--- config.mk ---
export PLATFORM = sky130hd
export DESIGN_NAME = link_quality_statistics
export DESIGN_NICKNAME = d
export VERILOG_FILES = /design/src/hdl/lqs_pkg.sv /design/src/hdl/lqs_ctrl.sv /design/src/hdl/lqs_div.sv /design/src/hdl/lqs_datapath.sv /design/src/hdl/link_quality_statistics.sv
export SDC_FILE = /design/constraint.sdc
export NUM_CORES = 2
export LEC_CHECK = 0
export BUFFER_PORTS_ARGS = -buffer_cell sky130_fd_sc_hd__buf_2
export CORE_MARGIN = 2
export CORE_UTILIZATION = 45
export CTS_BUF_LIST = sky130_fd_sc_hd__clkbuf_4 sky130_fd_sc_hd__clkbuf_8 sky130_fd_sc_hd__clkbuf_16
export CTS_CLUSTER_DIAMETER = 80
export DETAILED_ROUTE_END_ITERATION = 8
export PLACE_DENSITY_LB_ADDON = 0.1
export SYNTH_ARGS = -nofsm -noshare
export SYNTH_HDL_FRONTEND = slang
export SYNTH_SLANG_ARGS = --single-unit
--- constraint.sdc ---
create_clock -name i_clk -period 17.65 [get_ports i_clk]
set_input_delay 1.765 -clock i_clk [delete_from_list [all_inputs] [get_ports i_clk]]
set_output_delay 1.765 -clock i_clk [all_outputs]
set_load 0.005 [all_outputs]
--- src/hdl/lqs_pkg.sv ---
// ----------------------------------------------------------------------------
// lqs_pkg
// Types and constants shared by the link quality statistics block.
// ----------------------------------------------------------------------------
package lqs_pkg;

    localparam logic [1:0] FUNC_SENT  = 2'd0;
    localparam logic [1:0] FUNC_RECV  = 2'd1;
    localparam logic [1:0] FUNC_CLEAR = 2'd2;

    localparam int RSSI_W     = 11;
    localparam int SNR_W      = 9;
    localparam int RTT_IN_W   = 24;
    localparam int LOSS_W     = 14;
    localparam int LOSS_SCALE = 10000;
    localparam int RSSI_FLOOR = -800;
    localparam int SNR_LIMIT  = 200;

    // division operand select
    typedef enum logic [1:0] {
        DIV_LOSS = 2'd0,
        DIV_RSSI = 2'd1,
        DIV_SNR  = 2'd2,
        DIV_RTT  = 2'd3
    } t_div_sel;

    typedef struct packed {
        logic     update;
        logic     div_start;
        t_div_sel div_sel;
        logic     div_store;
    } t_lqs_cmd;

    typedef struct packed {
        logic div_done;
    } t_lqs_sts;

endpackage

--- src/hdl/lqs_ctrl.sv ---
// ----------------------------------------------------------------------------
// lqs_ctrl
// Sequencer: state update, then four divisions on the shared divider.
// ----------------------------------------------------------------------------
module lqs_ctrl (
    input  logic              i_clk,
    input  logic              i_rst_n,
    input  logic              i_in_valid,
    output logic              o_in_ready,
    output logic              o_out_valid,
    input  logic              i_out_ready,
    output lqs_pkg::t_lqs_cmd o_cmd,
    input  lqs_pkg::t_lqs_sts i_sts
);
    import lqs_pkg::*;

    typedef enum logic [2:0] {
        S_IDLE, S_START, S_WAIT, S_OUT
    } t_state;

    t_state   r_state, n_state;
    t_div_sel r_sel, n_sel;
    logic     r_out_valid, n_out_valid;

    always_comb begin
        n_state     = r_state;
        n_sel       = r_sel;
        n_out_valid = r_out_valid;
        o_cmd       = '0;
        o_cmd.div_sel = r_sel;
        unique case (r_state)
            S_IDLE: begin
                if (i_in_valid) begin
                    o_cmd.update = 1'b1;
                    n_sel   = DIV_LOSS;
                    n_state = S_START;
                end
            end
            S_START: begin
                o_cmd.div_start = 1'b1;
                n_state = S_WAIT;
            end
            S_WAIT: begin
                if (i_sts.div_done) begin
                    o_cmd.div_store = 1'b1;
                    if (r_sel == DIV_RTT) begin
                        n_out_valid = 1'b1;
                        n_state = S_OUT;
                    end else begin
                        n_sel   = t_div_sel'(r_sel + 2'd1);
                        n_state = S_START;
                    end
                end
            end
            S_OUT: begin
                if (i_out_ready) begin
                    n_out_valid = 1'b0;
                    n_state = S_IDLE;
                end
            end
            default: n_state = S_IDLE;
        endcase
    end

    always_ff @(posedge i_clk) begin
        if (!i_rst_n) begin
            r_state     <= S_IDLE;
            r_sel       <= DIV_LOSS;
            r_out_valid <= 1'b0;
        end else begin
            r_state     <= n_state;
            r_sel       <= n_sel;
            r_out_valid <= n_out_valid;
        end
    end

    assign o_in_ready  = (r_state == S_IDLE);
    assign o_out_valid = r_out_valid;
endmodule

--- src/hdl/lqs_div.sv ---
// ----------------------------------------------------------------------------
// lqs_div
// Unsigned restoring divider, one quotient bit per cycle.
// ----------------------------------------------------------------------------
module lqs_div #(
    parameter int NUM_W = 64,
    parameter int DEN_W = 32
) (
    input  logic             i_clk,
    input  logic             i_rst_n,
    input  logic             i_start,
    input  logic [NUM_W-1:0] i_num,
    input  logic [DEN_W-1:0] i_den,
    output logic [NUM_W-1:0] o_quot,
    output logic             o_done
);
    localparam int CNT_W = $clog2(NUM_W + 1);

    logic [NUM_W-1:0] r_quot;
    logic [DEN_W:0]   r_rem;
    logic [DEN_W-1:0] r_den;
    logic [CNT_W-1:0] r_cnt;
    logic             r_busy, r_done;
    logic [DEN_W:0]   w_shift;
    logic [DEN_W:0]   w_diff;

    assign w_shift = {r_rem[DEN_W-1:0], r_quot[NUM_W-1]};
    assign w_diff  = w_shift - {1'b0, r_den};

    always_ff @(posedge i_clk) begin
        if (!i_rst_n) begin
            r_busy <= 1'b0;
            r_done <= 1'b0;
            r_cnt  <= '0;
        end else begin
            r_done <= 1'b0;
            if (i_start) begin
                r_busy <= 1'b1;
                r_cnt  <= CNT_W'(NUM_W);
            end else if (r_busy) begin
                r_cnt <= r_cnt - 1'b1;
                if (r_cnt == CNT_W'(1)) begin
                    r_busy <= 1'b0;
                    r_done <= 1'b1;
                end
            end
        end
    end

    always_ff @(posedge i_clk) begin
        if (i_start) begin
            r_quot <= i_num;
            r_rem  <= '0;
            r_den  <= i_den;
        end else if (r_busy) begin
            if (!w_diff[DEN_W]) begin
                r_rem  <= w_diff;
                r_quot <= {r_quot[NUM_W-2:0], 1'b1};
            end else begin
                r_rem  <= w_shift;
                r_quot <= {r_quot[NUM_W-2:0], 1'b0};
            end
        end
    end

    assign o_quot = r_quot;
    assign o_done = r_done;
endmodule

--- src/hdl/lqs_datapath.sv ---
// ----------------------------------------------------------------------------
// lqs_datapath
// Counters, sums, extremes and the shared divider with result registers.
// ----------------------------------------------------------------------------
module lqs_datapath #(
    parameter int COUNT_BITS = 32,
    parameter int RTT_BITS   = 24
) (
    input  logic                     i_clk,
    input  logic                     i_rst_n,
    input  lqs_pkg::t_lqs_cmd        i_cmd,
    output lqs_pkg::t_lqs_sts        o_sts,
    input  logic [1:0]               i_func,
    input  logic signed [10:0]       i_rssi_q,
    input  logic signed [8:0]        i_snr_q,
    input  logic [23:0]              i_round_trip_ms,
    output logic [31:0]              o_sent_total,
    output logic [31:0]              o_received_total,
    output logic [13:0]              o_loss_centipct,
    output logic signed [10:0]       o_rssi_lowest,
    output logic signed [10:0]       o_rssi_highest,
    output logic signed [10:0]       o_rssi_mean,
    output logic signed [8:0]        o_snr_lowest,
    output logic signed [8:0]        o_snr_highest,
    output logic signed [8:0]        o_snr_mean,
    output logic [RTT_BITS-1:0]      o_rtt_lowest,
    output logic [RTT_BITS-1:0]      o_rtt_highest,
    output logic [RTT_BITS-1:0]      o_rtt_mean
);
    import lqs_pkg::*;

    localparam int RS_W  = COUNT_BITS + RSSI_W;
    localparam int SS_W  = COUNT_BITS + SNR_W;
    localparam int TS_W  = COUNT_BITS + RTT_BITS;
    // widest dividend: rtt sum or the scaled loss difference
    localparam int NUM_W = COUNT_BITS + ((RTT_BITS > LOSS_W) ? RTT_BITS : LOSS_W);
    localparam logic [COUNT_BITS-1:0] CMAX = '1;

    logic [COUNT_BITS-1:0]  r_sent, r_recv;
    logic signed [RS_W-1:0] r_rsum;
    logic signed [SS_W-1:0] r_ssum;
    logic [TS_W-1:0]        r_tsum;
    logic signed [RSSI_W-1:0] r_rmin, r_rmax;
    logic signed [SNR_W-1:0]  r_smin, r_smax;
    logic [RTT_BITS-1:0]    r_tmin, r_tmax;
    logic [RTT_BITS-1:0]    w_t;

    assign w_t = RTT_BITS'({8'd0, i_round_trip_ms});

    always_ff @(posedge i_clk) begin
        if (!i_rst_n || (i_cmd.update && i_func == FUNC_CLEAR)) begin
            r_sent <= '0;
            r_recv <= '0;
            r_rsum <= '0;
            r_ssum <= '0;
            r_tsum <= '0;
            r_rmin <= '0;
            r_rmax <= RSSI_W'(RSSI_FLOOR);
            r_smin <= SNR_W'(SNR_LIMIT);
            r_smax <= SNR_W'(-SNR_LIMIT);
            r_tmin <= '1;
            r_tmax <= '0;
        end else if (i_cmd.update) begin
            if (i_func == FUNC_SENT && r_sent != CMAX) r_sent <= r_sent + 1'b1;
            if (i_func == FUNC_RECV) begin
                if (r_recv != CMAX) begin
                    r_recv <= r_recv + 1'b1;
                    r_rsum <= r_rsum + RS_W'(i_rssi_q);
                    r_ssum <= r_ssum + SS_W'(i_snr_q);
                    r_tsum <= r_tsum + TS_W'(w_t);
                end
                if (i_rssi_q < r_rmin) r_rmin <= i_rssi_q;
                if (i_rssi_q > r_rmax) r_rmax <= i_rssi_q;
                if (i_snr_q < r_smin) r_smin <= i_snr_q;
                if (i_snr_q > r_smax) r_smax <= i_snr_q;
                if (w_t < r_tmin) r_tmin <= w_t;
                if (w_t > r_tmax) r_tmax <= w_t;
            end
        end
    end

    // operand select; signed sums divided by magnitude then sign restored
    logic [NUM_W-1:0]      w_num;
    logic [COUNT_BITS-1:0] w_den;
    logic [RS_W-1:0]       w_rabs;
    logic [SS_W-1:0]       w_sabs;
    logic [COUNT_BITS+13:0] w_loss_num;

    assign w_rabs = r_rsum[RS_W-1] ? RS_W'(-r_rsum) : RS_W'(r_rsum);
    assign w_sabs = r_ssum[SS_W-1] ? SS_W'(-r_ssum) : SS_W'(r_ssum);
    assign w_loss_num = 14'(LOSS_SCALE) * (r_sent - r_recv);

    always_comb begin
        w_den = r_recv;
        unique case (i_cmd.div_sel)
            DIV_LOSS: begin
                w_num = NUM_W'(w_loss_num);
                w_den = r_sent;
            end
            DIV_RSSI: w_num = NUM_W'(w_rabs);
            DIV_SNR:  w_num = NUM_W'(w_sabs);
            DIV_RTT:  w_num = NUM_W'(r_tsum);
            default:  w_num = '0;
        endcase
    end

    logic [NUM_W-1:0] w_quot;
    logic             w_done;

    lqs_div #(.NUM_W(NUM_W), .DEN_W(COUNT_BITS)) u_div (
        .i_clk   (i_clk),
        .i_rst_n (i_rst_n),
        .i_start (i_cmd.div_start),
        .i_num   (w_num),
        .i_den   (w_den),
        .o_quot  (w_quot),
        .o_done  (w_done)
    );
    assign o_sts.div_done = w_done;

    logic [13:0]          r_loss;
    logic [RSSI_W-1:0]    r_rmean;
    logic [SNR_W-1:0]     r_smean;
    logic [RTT_BITS-1:0]  r_tmean;
    logic [RSSI_W-1:0]    w_rq;
    logic [SNR_W-1:0]     w_sq;

    assign w_rq = w_quot[RSSI_W-1:0];
    assign w_sq = w_quot[SNR_W-1:0];

    always_ff @(posedge i_clk) begin
        if (i_cmd.div_store) begin
            unique case (i_cmd.div_sel)
                DIV_LOSS: r_loss  <= w_quot[13:0];
                DIV_RSSI: r_rmean <= r_rsum[RS_W-1] ? RSSI_W'(-w_rq) : w_rq;
                DIV_SNR:  r_smean <= r_ssum[SS_W-1] ? SNR_W'(-w_sq) : w_sq;
                DIV_RTT:  r_tmean <= w_quot[RTT_BITS-1:0];
                default:  r_loss  <= r_loss;
            endcase
        end
    end

    logic w_any, w_lok;
    assign w_any = (r_recv != '0);
    assign w_lok = (r_sent != '0) && (r_recv <= r_sent);

    assign o_sent_total     = 32'(r_sent);
    assign o_received_total = 32'(r_recv);
    assign o_loss_centipct  = w_lok ? r_loss : '0;
    assign o_rssi_lowest    = w_any ? r_rmin : '0;
    assign o_rssi_highest   = w_any ? r_rmax : '0;
    assign o_rssi_mean      = w_any ? r_rmean : '0;
    assign o_snr_lowest     = w_any ? r_smin : '0;
    assign o_snr_highest    = w_any ? r_smax : '0;
    assign o_snr_mean       = w_any ? r_smean : '0;
    assign o_rtt_lowest     = w_any ? r_tmin : '0;
    assign o_rtt_highest    = w_any ? r_tmax : '0;
    assign o_rtt_mean       = w_any ? r_tmean : '0;
endmodule

--- src/hdl/link_quality_statistics.sv ---
// ----------------------------------------------------------------------------
// link_quality_statistics
// Running link statistics: counts, loss, min, max and mean of each metric.
// ----------------------------------------------------------------------------
// Usage:
//   s_axis carries one event per transaction: func in tuser, the rssi, snr
//   and round trip sample in tdata. m_axis returns one summary per event.
//   Each event updates counters, sums and extremes in its accept cycle, then
//   a single restoring divider computes loss and the three means one after
//   another, one quotient bit per cycle over COUNT_BITS + max(RTT_BITS, 14)
//   bits. The next event is taken the cycle after the summary has been
//   delivered. The summary is held in registers and stays stable while
//   m_axis_tready is low; the block takes no new event until it is
//   delivered. Synchronous reset clears all statistics to their idle
//   values; a clear event does the same and still returns a summary.
// ----------------------------------------------------------------------------
module link_quality_statistics #(
    parameter int COUNT_BITS = 32,
    parameter int RTT_BITS   = 24
) (
    input  logic          i_clk,
    input  logic          i_rst_n,
    input  logic          s_axis_tvalid,
    output logic          s_axis_tready,
    // rssi_q[10:0], snr_q[19:11], round_trip_ms[43:20], zero pad
    input  logic [47:0]   s_axis_tdata,
    // func[1:0]
    input  logic [1:0]    s_axis_tuser,
    output logic          m_axis_tvalid,
    input  logic          m_axis_tready,
    // sent_total, received_total, loss_centipct, rssi_lowest, rssi_highest,
    // rssi_mean, snr_lowest, snr_highest, snr_mean, rtt_lowest, rtt_highest,
    // rtt_mean, zero pad; from bit 0
    output logic [((138 + 3*RTT_BITS + 7)/8)*8-1:0] m_axis_tdata
);
    import lqs_pkg::*;

    localparam int OUT_W = ((138 + 3*RTT_BITS + 7)/8)*8;

    t_lqs_cmd w_cmd;
    t_lqs_sts w_sts;

    logic [31:0] w_sent, w_recv;
    logic [13:0] w_loss;
    logic signed [10:0] w_rlo, w_rhi, w_rmn;
    logic signed [8:0]  w_slo, w_shi, w_smn;
    logic [RTT_BITS-1:0] w_tlo, w_thi, w_tmn;

    lqs_ctrl u_ctrl (
        .i_clk       (i_clk),
        .i_rst_n     (i_rst_n),
        .i_in_valid  (s_axis_tvalid),
        .o_in_ready  (s_axis_tready),
        .o_out_valid (m_axis_tvalid),
        .i_out_ready (m_axis_tready),
        .o_cmd       (w_cmd),
        .i_sts       (w_sts)
    );

    lqs_datapath #(.COUNT_BITS(COUNT_BITS), .RTT_BITS(RTT_BITS)) u_dp (
        .i_clk            (i_clk),
        .i_rst_n          (i_rst_n),
        .i_cmd            (w_cmd),
        .o_sts            (w_sts),
        .i_func           (s_axis_tuser),
        .i_rssi_q         (s_axis_tdata[10:0]),
        .i_snr_q          (s_axis_tdata[19:11]),
        .i_round_trip_ms  (s_axis_tdata[43:20]),
        .o_sent_total     (w_sent),
        .o_received_total (w_recv),
        .o_loss_centipct  (w_loss),
        .o_rssi_lowest    (w_rlo),
        .o_rssi_highest   (w_rhi),
        .o_rssi_mean      (w_rmn),
        .o_snr_lowest     (w_slo),
        .o_snr_highest    (w_shi),
        .o_snr_mean       (w_smn),
        .o_rtt_lowest     (w_tlo),
        .o_rtt_highest    (w_thi),
        .o_rtt_mean       (w_tmn)
    );

    assign m_axis_tdata = OUT_W'({w_tmn, w_thi, w_tlo, w_smn, w_shi, w_slo,
                                  w_rmn, w_rhi, w_rlo, w_loss, w_recv, w_sent});

`ifndef SYNTHESIS
    a_no_accept_busy: assert property (@(posedge i_clk) disable iff (!i_rst_n)
        m_axis_tvalid |-> !s_axis_tready)
        else $error("event accepted while summary pending");
    a_hold_out: assert property (@(posedge i_clk) disable iff (!i_rst_n)
        m_axis_tvalid && !m_axis_tready |=> m_axis_tvalid && $stable(m_axis_tdata))
        else $error("summary changed while stalled");
    a_loss_range: assert property (@(posedge i_clk) disable iff (!i_rst_n)
        m_axis_tvalid |-> m_axis_tdata[77:64] <= 14'd10000)
        else $error("loss out of range");
`endif
endmodule
==> summary.md <==
| Metric | Value |
|---|---|
| Critical R2R Launch | `u_dp.o_received_total[4]$_SDFFE_PP0P_` |
| Max_cap viols | `0` |
| Mapped Area | `39400 µm²` |
| Post-Route WL | `115000 µm` |
| Critical path required time | `18.02 ns` |
| Total power | `3.82 mW` |
| WL per Instance | `18.7 µm` |
| First-pass GRT wire length | `181000 µm` |
| Most repeated library cell on the critical path | `ha_1` |
| Total GRT Usage | `0.250` |
| Number of global-route vias before repair | `31500` |
| Slowest cell on crit path | `o41ai_4` |
| Crit path buffers/inverters | `3` |
| Hold path start | `u_dp.u_div.o_quot[17]$_DFFE_PP_` |
| Setup Viol. Count Final | `0` |
| Final ANT Viol Nets | `0` |
| Metal3 WL | `6060 µm` |
| CP startpoint kind | `flip-flop` |
| GPL Wtd Cong | `0.941` |
| Die ar. | `89900 µm²` |
| Family with the most delay on the worst path | `compound AO/OA/AOI/OAI gates` |
| Fin. max-slew vios | `0` |
| CTS tree | `yes` |
| Final core occ | `0.504` |
| Drt initial violations | `2538` |
| Clock Skew | `0.0265 ns` |
| Initial antenna violation count | `1` |
| R2R setup slack | `9.44 ns` |
| Cts bufs inserted | `60` |
| Top_reg_cell synth | `dfxtp_1` |
| Synth top area share | `0.171` |
| Max stage delay on crit path | `0.55 ns` |
| Worst r2r path cells | `28` |
| Post-Synthesis Cells | `4802` |
| Max_slew headroom | `0.270` |
| CTS H-tree lvls | `2` |
| Fin crit share | `0.465` |
| R2r endpoint | `u_dp.u_div.o_quot[44]$_DFFE_PP_` |
| Area delta synth->final | `10.9%` |
| Worst setup path endpoint | `u_dp.u_div.o_quot[44]$_DFFE_PP_` |
| EDFF count, synth | `146` |
| Drt drc | `0` |
| Sink Count | `483` |
| Die W | `300 µm` |
| Wire length on met1 | `57000 µm` |
| Post-CTS Hold Buffers | `0` |
| Crit. End Element | `flip-flop` |
| Routed vias | `34500` |
| Fmax | `122 MHz` |
| Net switching share of the total power | `0.346` |
| DR pass1 iterations | `8` |
| Post-synth top area cell | `dfxtp_1` |
| # IOs | `272` |
| Worst vdd ir | `0.110 mV` |
| Die Y | `300 µm` |
| Type of the most critical hold path | `flip-flop to flip-flop` |
| Worst-Margin Slew | `1.09 ns` |
| Post-CTS Setup Bufs | `0` |
| Final nets | `5475` |
| Stages on worst setup path | `28` |
| Async set-reset flop share out of synthesis | `0` |
| Root buf cell | `clkbuf_16` |
| Diode count | `0` |
| Largest net degree at the start of global routing | `151` |
| CP startpoint | `u_dp.o_received_total[4]$_SDFFE_PP0P_` |
| # rows | `108` |
| Bufs on Longest Clock Path | `3` |
| Initial Util | `0.454` |
| HPWL Detailed | `86900 µm` |
| Yosys cell types | `92` |
| Leak | `19.9 nW` |
| Outcome | `finished clean` |
| Clock power share | `0.339` |
| Synth warn | `0` |
| Seq pwr share | `0.340` |
| Mean Syn Cell Area | `8.20 µm²` |
| Seq/Total Area, Yosys | `0.283` |
| Final Non-Filler Cells | `6148` |
| CP Max Fanout | `7` |
| Clock period minus worst slack | `8.21 ns` |
| Worst-path clk slew | `0.06 ns` |
| CORE AREA | `86800 µm²` |
| Port bufs | `261` |
| Setup_tns | `0 ns` |
| Post-CTS sizing | `0` |
| Yosys reg bits | `483` |
| Combinational cell fraction of total power | `0.321` |
| Top post-synthesis cells by area | `dfxtp_1 17%, ha_1 12%, edfxtp_1 11%` |
| Fillers | `8578` |
| P_sw | `1.32 mW` |
| Share of layout cells above drive strength 1 | `0.0931` |
| Routed wl met2 | `49800 µm` |
| Avg Vias per Cell | `5.61` |
| Grt ovf | `0` |
| Final hold vios | `0` |
| Power Dens Cells | `87.5 nW/µm²` |
| Crit path DAT | `8.58 ns` |
| CP Class | `flip-flop to flip-flop` |
| Worst skew pair latency | `0.65 ns` |
| RSZ-0062 raised after global routing | `no` |
| Internal power | `2.50 mW` |
| Placed Instances | `6036` |
| Top layer reached by signal wires | `met4` |
-- how the worst min path moves through the flow --
stage | end | slack (ns) | depth (start not counted)
final | u_dp.r_tmean[17]$_DFFE_PP_ | 0.45 | 0
after floorplan | u_dp.r_tmean[14]$_DFFE_PP_ | 0.43 | 0
after CTS | u_dp.r_tmean[17]$_DFFE_PP_ | 0.45 | 0
after global routing | u_dp.r_tmean[17]$_DFFE_PP_ | 0.46 | 0
after global placement | u_dp.r_tmean[17]$_DFFE_PP_ | 0.44 | 0
after detailed placement | u_dp.r_tmean[17]$_DFFE_PP_ | 0.44 | 0
-- routing by layer --
layer | global-route usage | up-vias
met4 | 0.0560 | 0
met1 | 0.376 | 16400
met5 | 0 | -
li1 | - | 17200
met2 | 0.383 | 812
met3 | 0.0270 | 133
-- cell usage in the layout (no fill, tap or decap), types with 34 or more instances in the layout --
master / instances
inv_1: 451
nor2b_1: 88
xnor2_1: 237
or3_1: 48
nor2_1: 329
a211oi_1: 34
clkbuf_16: 62
o31ai_1: 45
a21oi_1: 367
edfxtp_1: 146
ha_1: 388
buf_2: 261
mux2i_1: 84
nand2b_1: 48
fa_1: 88
nand2_1: 501
nand3_1: 154
xor2_1: 118
o21a_1: 48
nor4_1: 45
nor3_1: 62
and3_1: 52
a21o_1: 147
nand4_1: 63
o21ai_0: 283
dfxtp_1: 334
-- flip-flops by register name, summed over array words and instances, names as in the netlist, 2 cells and up --
register               flops
u_ctrl.r_sel               2
u_ctrl.r_state             2
u_dp.o_received_total     32
u_dp.o_sent_total         32
u_dp.r_loss               14
u_dp.r_rmax               11
u_dp.r_rmean              11
u_dp.r_rmin               11
u_dp.r_rsum               43
u_dp.r_smax                9
u_dp.r_smean               9
u_dp.r_smin                9
u_dp.r_ssum               41
u_dp.r_tmax               24
u_dp.r_tmean              24
u_dp.r_tmin               24
u_dp.r_tsum               56
u_dp.u_div.o_quot         56
u_dp.u_div.r_cnt           6
u_dp.u_div.r_den          32
u_dp.u_div.r_rem          32
-- cell families (layout without fill, tap and decap cells) --
family                     count (synthesis)  after routing  synth area share
adders and majority gates                478            478             0.169
buffers and inverters                    669            855            0.0653
AOI/OAI and AO/OA                       1200           1200             0.195
muxes                                     85             85            0.0216
xor gates and xnor gates                 355            355            0.0789
and+or+nand+nor                         1531           1531             0.188
other                                      1              6         0.0000952
DFF                                      483            483             0.283
-- metrics by stage --
step / area (µm²) / setup slack [ns] / hold slack (ns)
after floorplan: 39400 / 10.39 / 0.426
after global placement: 41600 / 9.47 / 0.436
after detailed placement: 41600 / 9.43 / 0.438
after CTS: 43700 / 9.40 / 0.455
after global routing: 43700 / 8.80 / 0.464
final: 43700 / 9.44 / 0.453
-- power groups by stage --
stage | Combinational (mW) | Sequential (mW) | Clock (mW)
2_1_floorplan | 0.943 | 1.30 | 0
3_3_place_gp | 1.21 | 1.32 | 0
3_5_place_dp | 1.22 | 1.32 | 0
4_1_cts | 1.23 | 1.30 | 1.32
5_1_grt | 1.38 | 1.31 | 1.37
6_report | 1.23 | 1.30 | 1.30
-- cell usage after synthesis, types with 15 or more instances --
cell type  instances
nor4_1            45
inv_1            452
o21ai_0          284
a21boi_0          15
a221oi_1          16
a222oi_1          19
nand2b_1          50
a31oi_1           31
or3_1             48
o41ai_1           15
a21o_1           147
a211oi_1          34
nand2_1          501
fa_1              88
a21oi_1          367
nand3_1          154
edfxtp_1         146
and3_1            52
xor2_1           118
or4_1             19
nor2_1           331
nor2b_1           88
o31ai_1           45
or2_2             18
o211ai_1          27
nand4_1           63
buf_2             21
buf_1             16
xnor2_1          237
mux2i_1           84
clkbuf_1         172
dfxtp_1          337
nor3_1            62
and2_1            32
and4_1            15
o21a_1            49
ha_1             390
o21bai_1          20
-- layout make-up --
cell class / count / area (µm²) / area share
Clock buffer: 80 / 1740 / 0.0399
Clock inverter: 32 / 325 / 0.00745
Inverter: 452 / 1700 / 0.0388
Multi-Input combinational cell: 3655 / 25800 / 0.590
Sequential cell: 483 / 11100 / 0.255
Tap cell: 1155 / 1450 / 0.0331
Timing Repair Buffer: 291 / 1560 / 0.0356
No activity file was read; power rests on OpenSTA's default activity.
